--- config.mk ---
export PLATFORM = sky130hd
export DESIGN_NAME = hfmr_ctrl
export DESIGN_NICKNAME = d
export VERILOG_FILES = /design/src/design/hfmr_pkg.sv /design/src/design/hfmr_ctrl.sv
export SDC_FILE = /design/constraint.sdc
export NUM_CORES = 1
export LEC_CHECK = 0
export ABC_AREA = 1
export ABC_CLOCK_PERIOD_IN_PS = 1300
export BUFFER_PORTS_ARGS = -buffer_cell sky130_fd_sc_hd__buf_2
export CAP_MARGIN = 20
export CORE_AREA = 3 3 40 42
export DETAILED_ROUTE_END_ITERATION = 7
export DIE_AREA = 0 0 43 45
export GPL_ROUTABILITY_DRIVEN = 0
export MAX_ROUTING_LAYER = met4
export REMOVE_ABC_BUFFERS = 1
export SYNTH_ARGS = -nofsm -noshare
export SYNTH_HDL_FRONTEND = slang
export SYNTH_SLANG_ARGS = --single-unit
--- constraint.sdc ---
create_clock -name clk -period 1.3 [get_ports clk]
set_input_delay 0.13 -clock clk [delete_from_list [all_inputs] [get_ports clk]]
set_output_delay 0.13 -clock clk [all_outputs]
set_load 0.01 [all_outputs]
--- src/design/hfmr_pkg.sv ---
// Package of shared constants, types and a helper function for the hole-filling block.
`default_nettype none

package hfmr_pkg;

    localparam int MAX_WIDTH  = 512;
    localparam int MAX_HEIGHT = 512;
    localparam int DEPTH      = MAX_WIDTH * MAX_HEIGHT;
    localparam int ADDR_W     = $clog2(DEPTH);
    localparam int CNT_W      = $clog2(DEPTH + 1);
    localparam int WD_W       = $clog2(MAX_WIDTH + 1);
    localparam int HT_W       = $clog2(MAX_HEIGHT + 1);
    localparam int X_W        = $clog2(MAX_WIDTH);
    localparam int Y_W        = $clog2(MAX_HEIGHT);
    localparam int CFG_W      = 10;
    localparam int PIX_W      = 8;
    localparam int PADDR_W    = 3;
    localparam int PDATA_W    = 32;

    localparam logic CMD_LOAD = 1'b0;
    localparam logic CMD_READ = 1'b1;

    localparam logic REG_WIDTH  = 1'b0;
    localparam logic REG_HEIGHT = 1'b1;

    typedef enum logic [1:0] {
        SW_INIT,
        SW_FWD,
        SW_BWD
    } hfmr_sweep_t;

    typedef enum logic [3:0] {
        ST_IDLE,
        ST_INIT_RD,
        ST_INIT_WR,
        ST_FWD_RD,
        ST_FWD_WR,
        ST_BWD_RD,
        ST_BWD_WR,
        ST_OUT_RD,
        ST_OUT_WR
    } hfmr_state_t;

    typedef struct packed {
        logic        load;
        logic        out_issue;
        logic        out_take;
        logic        pix_calc;
        logic        seek_first;
        logic        seek_last;
        logic        clr_grew;
        logic        fill_finish;
        hfmr_sweep_t sweep;
    } hfmr_cmd_t;

    typedef struct packed {
        logic fill_done;
        logic sweep_end;
        logic grew;
    } hfmr_stat_t;

    // Out-of-range dimensions: zero is taken as one, large values saturate.
    function automatic int clamp_dim(input int v, input int maxv);
        int r;
        r = v;
        if (v < 1) r = 1;
        else if (v > maxv) r = maxv;
        return r;
    endfunction

endpackage

`default_nettype wire

--- src/design/hfmr_ctrl.sv ---
// Sequencer for loading, the reconstruction sweeps and result reads.
`default_nettype none

module hfmr_ctrl (
    input  wire logic               clk,
    input  wire logic               rst_n,
    input  wire logic               in_fire,
    input  wire logic               command,
    input  wire hfmr_pkg::hfmr_stat_t stat,
    output hfmr_pkg::hfmr_cmd_t     cmd,
    output logic                    idle
);

    hfmr_pkg::hfmr_state_t state_reg;
    hfmr_pkg::hfmr_state_t state_next;

    always_ff @(posedge clk or negedge rst_n)
    begin
        if (!rst_n)
        begin
            state_reg <= hfmr_pkg::ST_IDLE;
        end
        else
        begin
            state_reg <= state_next;
        end
    end

    always_comb
    begin
        state_next = state_reg;
        unique case (state_reg)
            hfmr_pkg::ST_IDLE:
            begin
                if (in_fire && command == hfmr_pkg::CMD_READ)
                begin
                    state_next = stat.fill_done ? hfmr_pkg::ST_OUT_RD : hfmr_pkg::ST_INIT_RD;
                end
            end
            hfmr_pkg::ST_INIT_RD: state_next = hfmr_pkg::ST_INIT_WR;
            hfmr_pkg::ST_INIT_WR:
                state_next = stat.sweep_end ? hfmr_pkg::ST_FWD_RD : hfmr_pkg::ST_INIT_RD;
            hfmr_pkg::ST_FWD_RD:  state_next = hfmr_pkg::ST_FWD_WR;
            hfmr_pkg::ST_FWD_WR:
                state_next = stat.sweep_end ? hfmr_pkg::ST_BWD_RD : hfmr_pkg::ST_FWD_RD;
            hfmr_pkg::ST_BWD_RD:  state_next = hfmr_pkg::ST_BWD_WR;
            hfmr_pkg::ST_BWD_WR:
            begin
                if (!stat.sweep_end)
                    state_next = hfmr_pkg::ST_BWD_RD;
                else if (stat.grew)
                    state_next = hfmr_pkg::ST_FWD_RD;
                else
                    state_next = hfmr_pkg::ST_OUT_RD;
            end
            hfmr_pkg::ST_OUT_RD:  state_next = hfmr_pkg::ST_OUT_WR;
            hfmr_pkg::ST_OUT_WR:  state_next = hfmr_pkg::ST_IDLE;
            default:              state_next = hfmr_pkg::ST_IDLE;
        endcase
    end

    always_comb
    begin
        cmd  = '0;
        cmd.sweep = hfmr_pkg::SW_INIT;
        idle = 1'b0;
        unique case (state_reg)
            hfmr_pkg::ST_IDLE:
            begin
                idle = 1'b1;
                if (in_fire && command == hfmr_pkg::CMD_LOAD)
                    cmd.load = 1'b1;
                if (in_fire && command == hfmr_pkg::CMD_READ && !stat.fill_done)
                    cmd.seek_first = 1'b1;
            end
            hfmr_pkg::ST_INIT_RD: cmd.sweep = hfmr_pkg::SW_INIT;
            hfmr_pkg::ST_INIT_WR:
            begin
                cmd.sweep    = hfmr_pkg::SW_INIT;
                cmd.pix_calc = 1'b1;
                if (stat.sweep_end)
                begin
                    cmd.seek_first = 1'b1;
                    cmd.clr_grew   = 1'b1;
                end
            end
            hfmr_pkg::ST_FWD_RD: cmd.sweep = hfmr_pkg::SW_FWD;
            hfmr_pkg::ST_FWD_WR:
            begin
                cmd.sweep    = hfmr_pkg::SW_FWD;
                cmd.pix_calc = 1'b1;
                if (stat.sweep_end)
                    cmd.seek_last = 1'b1;
            end
            hfmr_pkg::ST_BWD_RD: cmd.sweep = hfmr_pkg::SW_BWD;
            hfmr_pkg::ST_BWD_WR:
            begin
                cmd.sweep    = hfmr_pkg::SW_BWD;
                cmd.pix_calc = 1'b1;
                if (stat.sweep_end && stat.grew)
                begin
                    cmd.seek_first = 1'b1;
                    cmd.clr_grew   = 1'b1;
                end
                if (stat.sweep_end && !stat.grew)
                    cmd.fill_finish = 1'b1;
            end
            hfmr_pkg::ST_OUT_RD: cmd.out_issue = 1'b1;
            hfmr_pkg::ST_OUT_WR: cmd.out_take  = 1'b1;
            default: idle = 1'b0;
        endcase
    end

endmodule

`default_nettype wire

==> impl_metrics.csv, run 1 <==
group,metric,value,unit
run_status,status,"complete, but fails checks",
run_status,violations,"negative setup slack",
pwr,vdd_drop_max,1057,uV
floorplan,fp-row-count,13,
routing,wl_met2,565,microns
placement,portBuffers,17,
critical_path,rrSetupSlack,0.06,ns
timing,hold_viol,0,
logic_synthesis,synth_common_cells,"nand3_1, nand2_1, nor2_1, dfrtp_1, inv_1",
run,drv_cap,0,
timing,tightest_slew,0.2387,ns
routing,via_per_inst,4.412,
placement,place_ws,0.04843,ns
timing,period_share,1.105,
timing,slew_headroom,0.8394,
logic_synthesis,synth_edf_count,0,
logic_synthesis,synth_top_area_cell,"dfrtp_1",
layout,multi_input_area,269.0,sq um
floorplan,die_h,45,microns
logic_synthesis,synthCells,55,
global_route,antenna_found_initial,0,
critical_path,r2r_cells,8,
cts,cts_tree,"built",
timing,finalClockSkew,0.0006058,ns
floorplan,start_util,0.2648,
timing,min_period,1.437,ns
critical_path,cpLargestDelayFamily,"flip-flops",
layout,final_util,0.4956,
layout,drive_above_1_share,0.6322,
timing,fmax,696.1,MHz
timing,setup_viol,10,
critical_path,critical_path_class,"reg -> out",
layout,final_nets,96,
critical_path,cp_max_fo,5,
hold_path,holdPathEnd,"state_reg[0]",
hold_path,hold_path_class,"in -> reg",
logic_synthesis,netlist.area_leader.share,0.2941,
critical_path,cp_cell_sequence,"buf_6, inv_4, nor2_4, nand3_2, nor2_1, buf_2",
routing,drt_iter0_drc,5,
critical_path,cp_slowest_cell,"dfrtp_1",
cts,h-tree-depth,1,
placement,dp_hpwl,698.8,microns
layout,fillers,134,
timing,rsz0062_at_grt,"yes",
logic_synthesis,post-synth-top-count-cell,"nand3_1",
hold_path,min_from,"command",
pwr,p_leak,0.0003408,uW
critical_path,r2r_end,"state_reg[1]",
floorplan,ios,18,
layout,syn2layout_area_growth,87.13,%
layout,largest_reg_flops,4,
floorplan,die-area,1935,sq um
floorplan,core_region_area,1285,sq um
critical_path,cp_slowest_stage_delay,0.41,ns
critical_path,rr_startpoint,"state_reg[2]",
routing,met1_length,434,microns
critical_path,end_kind,"output pin",
routing,wl_met3,34,microns
routing,dr_total_vias,450,
critical_path,crit_buf_inv,3,
global_route,grt_usage,0.1145,
logic_synthesis,synth_area_per_cell,6.188,sq um
critical_path,start_kind,"flop",
routing,ant_nets,0,
cts,cts_buffer_depth,2,
routing,drcViolationCount,0,
global_route,grt_max_degree,7,
cts,clk_pin_slew,0.04,ns
global_route,grt_overflow,0,
cts,root_buffer,"clkbuf_4",
logic_synthesis,synth_warnings,0,
cts,clk_latency,0.23,ns
routing,maxUsedRoutingLayer,"met3",
logic_synthesis,synth_cell_types,15,
routing,wl,1.034,mm
routing,routedWlPerCell,10.14,microns
cts,cts_buffers,3,
logic_synthesis,synthFlopType,"dfrtp_1",
floorplan,die_w,43,microns
logic_synthesis,seq_area_frac_synth,0.2941,
critical_path,worstPathRequired,1.17,ns
logic_synthesis,ys_seq_elements,4,
hold_path,hold_depth,3,
logic_synthesis,syn_area,340.3,sq um
pwr,power_density,2311,nW/um^2
timing,whs,0.2220,ns
layout,diodes,0,
cts,clkSinkCount,4,
timing,report.final.slew_viol_count,0,
layout,seq_area,102.6,sq um
routing,firstDrtPassIters,2,
logic_synthesis,async_reset_ff_frac,1.000,
timing,setup_slack,-0.1365,ns
critical_path,worstPathArrival,1.31,ns
global_route,grt_first_pass_wirelength,1.607,mm
logic_synthesis,synth.area.top_cells,"dfrtp_1, nand3_1, nand2_1",
global_route,grt_pass1_vias,398,
[area by class of cell]
cell class,instances,share of cell area
Tap cell,15,0.02947
Inverter,8,0.05108
Multi-Input combinational cell,43,0.4224
Timing Repair Buffer,29,0.3006
Sequential cell,4,0.1611
Clock buffer,3,0.03536
[worst reg2reg max path, stage by stage (launching register included)]
cell and delay, ns:
dfrtp_1 0.41, buf_6 0.14, inv_4 0.04, nor2_4 0.16, nand3_2 0.10, buf_4 0.14
nand3_1 0.05, nor2_1 0.05, nor2_1 0.08
[through the flow]
step | TNS [ns] | area (sq um) | std cells | power, uW
2_1_floorplan | 0 | 340.3 | 55 | 719.8
3_3_place_gp | 0 | 489.2 | 93 | 1026
3_5_place_dp | 0 | 489.2 | 93 | 1032
4_1_cts | -0.6174 | 581.8 | 100 | 1326
5_1_grt | -1.784 | 636.9 | 102 | 1620
6_report | -0.7187 | 636.9 | 102 | 1472
[kinds of logic (layout without fill, tap and decap cells)]
kind of cell | Yosys count | in the layout | share of synthesized area
AOI/OAI and AO/OA | 4 | 4 | 0.06984
buffers and inverters | 8 | 40 | 0.08821
DFF | 4 | 4 | 0.2941
and+or+nand+nor | 39 | 39 | 0.5478
[placed cells by master (no fill, tap or decap), drive strengths merged]
| master | n |
|---|---|
| nor3 | 2 |
| a21oi | 2 |
| dfrtp | 4 |
| clkinv | 1 |
| inv | 7 |
| dlygate4sd3 | 1 |
| nor2 | 12 |
| clkbuf | 3 |
| buf | 28 |
| o21ai | 2 |
| nand2 | 12 |
| nand3 | 12 |
| nor4 | 1 |
[power by group]
part | internal [uW] | switching, uW | total (uW)
Combinational | 481 | 569 | 1050
Sequential | 185 | 88.9 | 274
Clock | 103 | 45.0 | 148
[repair_timing]
action | 4_1_cts | 5_1_grt
pin swaps | 0 | 5
hold buffers | 1 | 0
buffers inserted | 3 | 2
hold endpoints to repair | 4 | 0
endpoints found under the setup margin | 11 | 11
resized for setup | 12 | 11
[layer usage]
| layer | global-route usage | vias to the layer above |
|---|---|---|
| met2 | 0.1976 | 6 |
| met3 | 0.01594 | 0 |
| met4 | 0.07229 | 0 |
| met5 | - | - |
| met1 | 0.1241 | 199 |
| li1 | - | 245 |
[worst max path at each step]
stage / endpoint / cells after the start / from / slack, ns
CTS: cmd[5] / 6 / state_reg[2] / -0.13
global placement: cmd[5] / 8 / state_reg[0] / 0.05
finish: cmd[2] / 6 / state_reg[2] / -0.14
detailed placement: cmd[5] / 8 / state_reg[0] / 0.05
floorplan: cmd[5] / 5 / state_reg[0] / 0.14
global route: cmd[2] / 6 / state_reg[2] / -0.25
(Power assumes the default switching activity.)
==> run 2, diff against run 1 <==
--- a/config.mk
+++ b/config.mk
@@ -6,7 +6,7 @@
 export NUM_CORES = 1
 export LEC_CHECK = 0
 export ABC_AREA = 1
-export ABC_CLOCK_PERIOD_IN_PS = 1300
+export ABC_CLOCK_PERIOD_IN_PS = 1250
 export BUFFER_PORTS_ARGS = -buffer_cell sky130_fd_sc_hd__buf_2
 export CAP_MARGIN = 20
 export CORE_AREA = 3 3 40 42
==> constraint.sdc (replaced) <==
create_clock -name clk -period 1.25 [get_ports clk]
set_input_delay 0.125 -clock clk [delete_from_list [all_inputs] [get_ports clk]]
set_output_delay 0.125 -clock clk [all_outputs]
set_load 0.01 [all_outputs]
==> run 2 against run 1 <==
  * The run still ends with negative setup slack left
  * Register-to-register slack better by 0.03 ns
  * Cell count is 4.9% lower
  * Hold slack worse by 0.015 ns
  * Via count is 0.67% higher
  * First-iteration DRC count rose by 60%
  * Combinational power is 11% lower
  * Clock skew about the same
  * Critical endpoint is now cmd[5]
==> impl_metrics.csv, run 2 (synthesis gave the netlist of run 1 again) <==
group,metric,value,unit
floorplan,start_util,0.2648,
hold_path,hold_path_class,"in -> reg",
pwr,internal-power,701.8,uW
cts,cts_tree,"built",
global_route,use_met2,0.1647,
pwr,combPwrFrac,0.671,
timing,setup_viol,10,
timing,fmax,703.9,MHz
layout,diodes,0,
global_route,grt_pass1_vias,376,
critical_path,cp_slowest_cell,"dfrtp_2",
pwr,seqPwrFrac,0.218,
placement,placed_area,481.7,sq um
critical_path,critical_path_class,"reg -> out",
floorplan,die_w,43,microns
placement,portBuffers,17,
pwr,switching_share,0.4951,
routing,via_per_inst,4.670,
cts,root_buffer,"clkbuf_4",
timing,tightest_slew,0.2672,ns
routing,drt_iter0_drc,8,
routing,wl,957,microns
pwr,power_density,2405,nW/um^2
routing,ant_nets,0,
routing,routedWlPerCell,9.866,microns
critical_path,worstPathRequired,1.12,ns
layout,fillers,144,
global_route,gr-usage-met3,0.03187,
critical_path,worstPathArrival,1.30,ns
timing,period_share,1.137,
global_route,gr-usage-met1,0.1073,
global_route,antenna_found_initial,0,
cts,cts_buffer_depth,2,
global_route,grt_first_pass_wirelength,1.386,mm
layout,drive_above_1_share,0.5976,
routing,dr_total_vias,453,
routing,drcViolationCount,0,
timing,setup_tns,-1.107,ns
pwr,power_switching,688.2,uW
floorplan,die_h,45,microns
timing,report.final.slew_viol_count,0,
cts,clk_pin_slew,0.04,ns
layout,finalInstanceArea,578.1,sq um
floorplan,die-area,1935,sq um
timing,finalClockSkew,0.0008286,ns
pwr,vdd_drop_max,1079,uV
global_route,grt-busiest-layer,"met2",
global_route,grt_usage,0.1025,
cts,clk_latency,0.23,ns
critical_path,start_kind,"flop",
layout,final_util,0.4499,
pwr,p_leak,0.0003115,uW
timing,hold_viol,0,
critical_path,cp_common_cell,"inv_2",
global_route,grt_overflow,0,
placement,dp.cells,92,
cts,cts_buffers,3,
layout,layout_common_cells,"buf_2, nand3_1, nand2_1, nor2_1",
layout,stdcell_count,97,
timing,slew_headroom,0.8203,
routing,firstDrtPassIters,4,
layout,final_nets,91,
floorplan,core_region_area,1285,sq um
critical_path,cp_cell_sequence,"inv_2, nand2_4, nor2_4, nand3_2, nand2_2, inv_2, o21ai_2, buf_2",
pwr,p_clk_frac,0.111,
critical_path,rrSetupSlack,0.09,ns
run_status,violations,"negative setup slack",
layout,final_common_cell,"buf_2",
pwr,power,1390,uW
cts,h-tree-depth,1,
run_status,status,"complete, but fails checks",
timing,rsz0062_at_grt,"yes",
timing,min_period,1.421,ns
critical_path,cp_max_fo,6,
floorplan,fp-row-count,13,
floorplan,ios,18,
layout,largest_reg_flops,4,
global_route,grt_max_degree,7,
critical_path,cp_slowest_stage_delay,0.44,ns
cts,clkSinkCount,4,
critical_path,end_kind,"output pin",
timing,setup_slack,-0.1707,ns
placement,dp_hpwl,720.9,microns
run,drv_cap,0,
layout,syn2layout_area_growth,69.85,%
## run 2: cell count changes in the layout (fill, tap and decap cells not counted), sizes merged
cell  delta
buf      -5
## run 2: final cells by class
class / count / area, sq um / share of cell area
multi-input combinational: 43 / 259.0 / 0.4481
inverter: 8 / 30.03 / 0.05195
tap: 15 / 18.77 / 0.03247
clock buffer: 3 / 22.52 / 0.03896
timing repair buffer: 24 / 143.9 / 0.2489
sequential: 4 / 103.9 / 0.1797
## run 2: worst paths after layout
| kind | end | cells past startpoint | startpoint |
|---|---|---|---|
| min | state_reg[0] | 3 | command |
| min in group asynchronous | state_reg[2] | 2 | rst_n |
| min reg2reg | state_reg[3] | 2 | state_reg[1] |
| max in group asynchronous | state_reg[0] | 2 | rst_n |
| max reg2reg | state_reg[1] | 6 | state_reg[0] |
| max | cmd[5] | 8 | state_reg[0] |
## run 2: worst max-delay path, delay by kind of cell, from the launching register on
family	cells	cell delay, ns
DFF	1	0.44
and+or+nand+nor	4	0.32
buffers and inverters	3	0.26
AOI/OAI and AO/OA	1	0.03
## run 2: power groups by stage
stage               Clock (uW)  Combinational (uW)  Sequential, uW
floorplan                    0                 492             256
global placement             0                 784             263
detailed placement           0                 788             266
CTS                        164                 844             279
global route               176                1060             308
finish                     154                 933             303
## run 2: repair_timing
item                                   4_1_cts  5_1_grt
hold buffers                                 1        0
endpoints found under the hold margin        4        0
gates resized for setup                      7       11
pin swaps                                    3        4
buffers inserted                             1        1
setup endpoints to repair                   11       11
## run 2: per-stage QoR
step	hold WS, ns	setup slack (ns)
6_report	0.2075	-0.1707
3_3_place_gp	-0.06885	-0.02777
3_5_place_dp	-0.07004	-0.004478
4_1_cts	0.2034	-0.1798
2_1_floorplan	-0.1706	0.09956
5_1_grt	0.2317	-0.2709
## run 2: metal layers
metal	part of all wire	wire length [microns]
met1	0.43	413
met2	0.52	499
met3	0.046	44
met4	0	0
met5	0	0
